==> src/rtl/core/krl_pkg.sv <==
// Shared types and constants of the keyed request rate limiter.
package krl_pkg;

  localparam int ENTRIES = 64;
  localparam int IDX_W   = $clog2(ENTRIES);
  localparam int CNT_W   = $clog2(ENTRIES + 1);
  localparam logic [CNT_W-1:0] SCAN_END = CNT_W'(ENTRIES);

  localparam int KEY_W   = 64;
  localparam int TIME_W  = 32;
  localparam int COUNT_W = 8;
  localparam int AGE_W   = 8;
  localparam int GAP_W   = 16;
  localparam int VERD_W  = 3;

  localparam int CFG_IDX_W  = 2;
  localparam int CFG_DATA_W = 16;

  localparam logic [CFG_IDX_W-1:0] REG_COUNT_LIMIT = 2'd0;
  localparam logic [CFG_IDX_W-1:0] REG_MIN_GAP     = 2'd1;
  localparam logic [CFG_IDX_W-1:0] REG_AGE_LIMIT   = 2'd2;

  localparam logic [COUNT_W-1:0] COUNT_LIMIT_RST = 8'd10;
  localparam logic [GAP_W-1:0]   MIN_GAP_RST     = 16'd60;
  localparam logic [AGE_W-1:0]   AGE_LIMIT_RST   = 8'd60;
  localparam logic [COUNT_W-1:0] COUNT_MAX       = 8'hFF;

  typedef enum logic [VERD_W-1:0] {
    VERD_NEW   = 3'd0,
    VERD_KNOWN = 3'd1,
    VERD_LIMIT = 3'd2,
    VERD_SOON  = 3'd3,
    VERD_FULL  = 3'd4
  } verdict_t;

  typedef enum logic [1:0] {
    ST_IDLE,
    ST_SCAN,
    ST_CALC,
    ST_DECIDE
  } state_t;

  typedef struct packed {
    logic [KEY_W-1:0]   key;
    logic [COUNT_W-1:0] count;
    logic [AGE_W-1:0]   age;
    logic [TIME_W-1:0]  last_time;
  } entry_t;

  localparam int ENTRY_W = $bits(entry_t);

  typedef struct packed {
    logic             load;
    logic             rd_en;
    logic [IDX_W-1:0] rd_addr;
    logic             decide;
  } ctrl_cmd_t;

  typedef struct packed {
    logic is_tick;
    logic out_busy;
  } dp_sts_t;

endpackage

==> src/rtl/core/krl_ctrl.sv <==
// Sequencer: accepts items, walks the table, triggers the verdict.
module krl_ctrl (
  input  logic                clk,
  input  logic                rst_n,
  input  logic                in_valid,
  output logic                in_ready,
  output krl_pkg::ctrl_cmd_t  cmd,
  input  krl_pkg::dp_sts_t    sts
);

  krl_pkg::state_t            state_r, state_nxt;
  logic [krl_pkg::CNT_W-1:0]  cnt_r, cnt_nxt;
  logic                       scan_done;

  assign scan_done = (cnt_r == krl_pkg::SCAN_END);

  always_ff @(posedge clk) begin
    if (!rst_n) begin
      state_r <= krl_pkg::ST_IDLE;
      cnt_r   <= '0;
    end else begin
      state_r <= state_nxt;
      cnt_r   <= cnt_nxt;
    end
  end

  // Next state
  always_comb begin
    state_nxt = state_r;
    cnt_nxt   = cnt_r;
    unique case (state_r)
      krl_pkg::ST_IDLE: begin
        cnt_nxt = '0;
        if (in_valid) state_nxt = krl_pkg::ST_SCAN;
      end
      krl_pkg::ST_SCAN: begin
        if (scan_done) begin
          state_nxt = sts.is_tick ? krl_pkg::ST_IDLE : krl_pkg::ST_CALC;
        end else begin
          cnt_nxt = cnt_r + 1'b1;
        end
      end
      krl_pkg::ST_CALC: begin
        if (!sts.out_busy) state_nxt = krl_pkg::ST_DECIDE;
      end
      krl_pkg::ST_DECIDE: begin
        state_nxt = krl_pkg::ST_IDLE;
      end
      default: state_nxt = krl_pkg::ST_IDLE;
    endcase
  end

  // Outputs
  always_comb begin
    in_ready    = 1'b0;
    cmd.load    = 1'b0;
    cmd.rd_en   = 1'b0;
    cmd.rd_addr = cnt_r[krl_pkg::IDX_W-1:0];
    cmd.decide  = 1'b0;
    unique case (state_r)
      krl_pkg::ST_IDLE: begin
        in_ready = 1'b1;
        cmd.load = in_valid;
      end
      krl_pkg::ST_SCAN:   cmd.rd_en  = !scan_done;
      krl_pkg::ST_CALC:   ;
      krl_pkg::ST_DECIDE: cmd.decide = 1'b1;
      default: ;
    endcase
  end

endmodule

==> config.mk <==
export PLATFORM = sky130hd
export DESIGN_NAME = krl_ctrl
export DESIGN_NICKNAME = d
export VERILOG_FILES = /design/src/rtl/core/krl_pkg.sv /design/src/rtl/core/krl_ctrl.sv
export SDC_FILE = /design/constraint.sdc
export NUM_CORES = 1
export LEC_CHECK = 0
export BUFFER_PORTS_ARGS = -buffer_cell sky130_fd_sc_hd__buf_2
export CAP_MARGIN = 10
export CORE_MARGIN = 4
export CORE_UTILIZATION = 30
export CTS_CLUSTER_SIZE = 25
export DETAILED_ROUTE_END_ITERATION = 10
export SETUP_SLACK_MARGIN = 0.4
export SYNTH_ARGS = -nofsm -noshare
export SYNTH_HDL_FRONTEND = slang
export SYNTH_SLANG_ARGS = --single-unit
==> constraint.sdc <==
create_clock -name clk -period 2 [get_ports clk]
set_input_delay 0.3 -clock clk [delete_from_list [all_inputs] [get_ports clk]]
set_output_delay 0.3 -clock clk [all_outputs]
set_load 0.01 [all_outputs]
==> results.py <==
metrics = {
    "global_routing": {
        "grt_max_degree": 15,
        "grtUsageTotal": 0.1198,
        "gr-total-overflow": 0,
        "antenna_found_initial": 0,
        "grt_pass1_vias": 507,
        "grt_pass1_wl_microns": 2297,
    },
    "clock_network": {
        "cts_inserted_buffers": 3,
        "worstSkewPairLatency_ps": 260,
        "cts_sinks": 9,
        "cts_root_buf": "clkbuf_4",
        "cts_tree": "done",
        "max-clock-path-buffers": 2,
        "htreeDepth": 1,
        "clk_pin_slew_worst_paths_ps": 60,
    },
    "yosys": {
        "ys_seq_elements": 9,
        "avgSynthCellArea_sq_um": 7.867,
        "synth_warnings": 0,
        "async_flop_share": 0,
        "syn_nets": 80,
        "synth_edf_count": 0,
        "synth.distinct_cells": 25,
        "syn_area_sq_um": 574.3,
        "syn_inst": 73,
        "synth_top_flop_cell": "dfxtp_1",
        "synth_seq_area_share": 0.3137,
    },
    "critical_path": {
        "regToRegSetupSlack_ps": 270,
        "cp.required_ps": 1700,
        "crit_type": "reg2out",
        "slowest_stage": "or4b_4",
        "crit_arrival_ps": 1500,
        "rr_worst_depth": 4,
        "crit_path_start_kind": "register",
        "cp_max_fo": 3,
        "path_cells": "or4b_4 > o21ai_4 > inv_1 > buf_2",
        "critPathMaxStageDelay_ps": 560,
        "crit_path_end_kind": "output pin",
        "r2r-start": "cnt_r[2]$_SDFFE_PN0P_",
    },
    "floorplan": {
        "ios": 15,
        "die_x_microns": 51.76,
        "core-area_sq_mm": 0.001764,
        "core.rowCount": 15,
        "die_y_microns": 51.76,
        "initial_utilization": 0.3255,
        "die-area_sq_mm": 0.002679,
    },
    "worst_hold_path": {
        "hp-start": "sts[1]",
        "min_path_type": "in2reg",
        "worstHoldPathCells": 3,
    },
    "final_layout": {
        "final_util": 0.4078,
        "fin_cells": 113,
        "area_growth_syn_to_layout_pct": 25.27,
        "layout.nets": 96,
        "final_area_sq_um": 719.4,
        "drive_gt1_frac": 0.3864,
        "n_antenna_cell": 0,
    },
    "power": {
        "irDropWorstVdd_mv": 0.3750,
        "totalPowerFinal_mw": 0.3812,
        "power_leakage_nw": 0.2799,
        "pwr_density_cell_mw_per_mm2": 529.8,
    },
    "sta": {
        "setup_viol_count_final": 0,
        "relSlewSlack": 0.7492,
        "rsz0062_at_grt": "true",
        "tightest_slew_ps": 371.0,
        "hold_slack_ps": 296.0,
        "finalCritPeriodShare": 0.9000,
        "worst_slack_ps": 200.0,
        "max_freq_mhz": 555.5,
        "fin_tns_setup_ps": 0,
        "hold_viol_final": 0,
        "finalCriticalPeriod_ps": 1800,
        "slew_viol_final": 0,
        "finClkSkew_ps": 1.120,
    },
    "drt": {
        "drt_iter0_drc": 12,
        "via_per_inst": 5.000,
        "vias": 565,
        "routedWlPerCell_microns": 12.50,
        "first_pass_iters": 4,
        "wl_microns": 1412,
        "drcViolationCount": 0,
        "ant_nets": 0,
    },
    "run": {
        "maxCapViolCount": 0,
    },
    "place": {
        "post_dp_cell_area_sq_um": 638.1,
        "place_hpwl_microns": 967.9,
        "place_congestion": 0.7935,
        "portBuffers": 14,
        "place_ws_ps": 395.4,
        "place_inst": 106,
    },
    "outcome": {
        "status": "finished, final reports clean",
    },
}
[cells by family after synthesis]
kind of cell | Yosys count | share of synthesized area
flops | 9 | 0.3137
compound gates | 18 | 0.1983
simple gates | 31 | 0.3203
buf+inv | 13 | 0.1242
fa+ha+maj | 2 | 0.04357
[where the power goes]
part | switching, mW | internal, mW | leakage [nW]
Clock | 0.0644 | 0.0770 | 0.0150
Sequential | 0.00508 | 0.180 | 0.0769
Combinational | 0.0307 | 0.0238 | 0.188
Total | 0.100 | 0.281 | 0.280
[synth_stat cells (3+ instances only)]
cell	n	area share
a21oi_1	5	0.044
a31oi_1	3	0.033
buf_4	6	0.078
dfxtp_1	9	0.31
inv_1	5	0.033
nand2_1	8	0.052
nand2b_1	5	0.054
nand3_1	3	0.026
o211ai_1	4	0.052
or4_1	4	0.052
[layout make-up]
type / instances / area (sq um)
inverters: 5 / 18.77
flip-flops and latches: 9 / 193.9
multi-input cells: 51 / 341.6
repair buffers: 19 / 107.6
fillers: 205 / 1045
well taps: 25 / 31.28
clock buffers: 4 / 26.28
[cell usage in the layout, fill, tap and decap left out, drive strengths merged, types with 3 or more instances in the layout]
cell    netlist  final
o211ai        4      4
dfxtp         9      9
or4           4      4
buf           6     19
nand3         3      3
a21oi         5      5
clkbuf        2      4
a31oi         3      3
nand2         8      8
nand2b        5      5
inv           5      5
[what timing repair did]
action	in CTS	in global routing
hold buffers	0	0
gates resized for setup	5	8
pin swaps	3	2
buffers inserted	2	1
setup endpoints to repair	2	4
[metal layers]
metal / share of wire / vias to the layer above / global-route usage
met4: 0.013 / 0 / 0.06114
met3: 0.060 / 2 / 0.06017
li1: - / 291 / -
met1: 0.48 / 257 / 0.1626
met5: 0 / - / 0
met2: 0.45 / 15 / 0.1504
[worst max-delay path, delay by kind of cell (launching register included)]
| kind | cells | cell delay, ps |
|---|---|---|
| simple gates | 1 | 560 |
| flops | 1 | 350 |
| buf+inv | 2 | 180 |
| compound gates | 1 | 150 |
[worst max-delay path by stage]
stage	startpoint	to	slack [ps]	cells after the start
6_report	cnt_r[2]$_SDFFE_PN0P_	cmd[7]	200	4
5_1_grt	cnt_r[2]$_SDFFE_PN0P_	cmd[7]	140	4
4_1_cts	cnt_r[3]$_SDFFE_PN0P_	cmd[7]	190	4
3_5_place_dp	cnt_r[2]$_SDFFE_PN0P_	register	400	3
3_3_place_gp	cnt_r[2]$_SDFFE_PN0P_	register	420	3
2_1_floorplan	cnt_r[2]$_SDFFE_PN0P_	register	460	3
No activity file was read; power rests on OpenSTA's default activity.
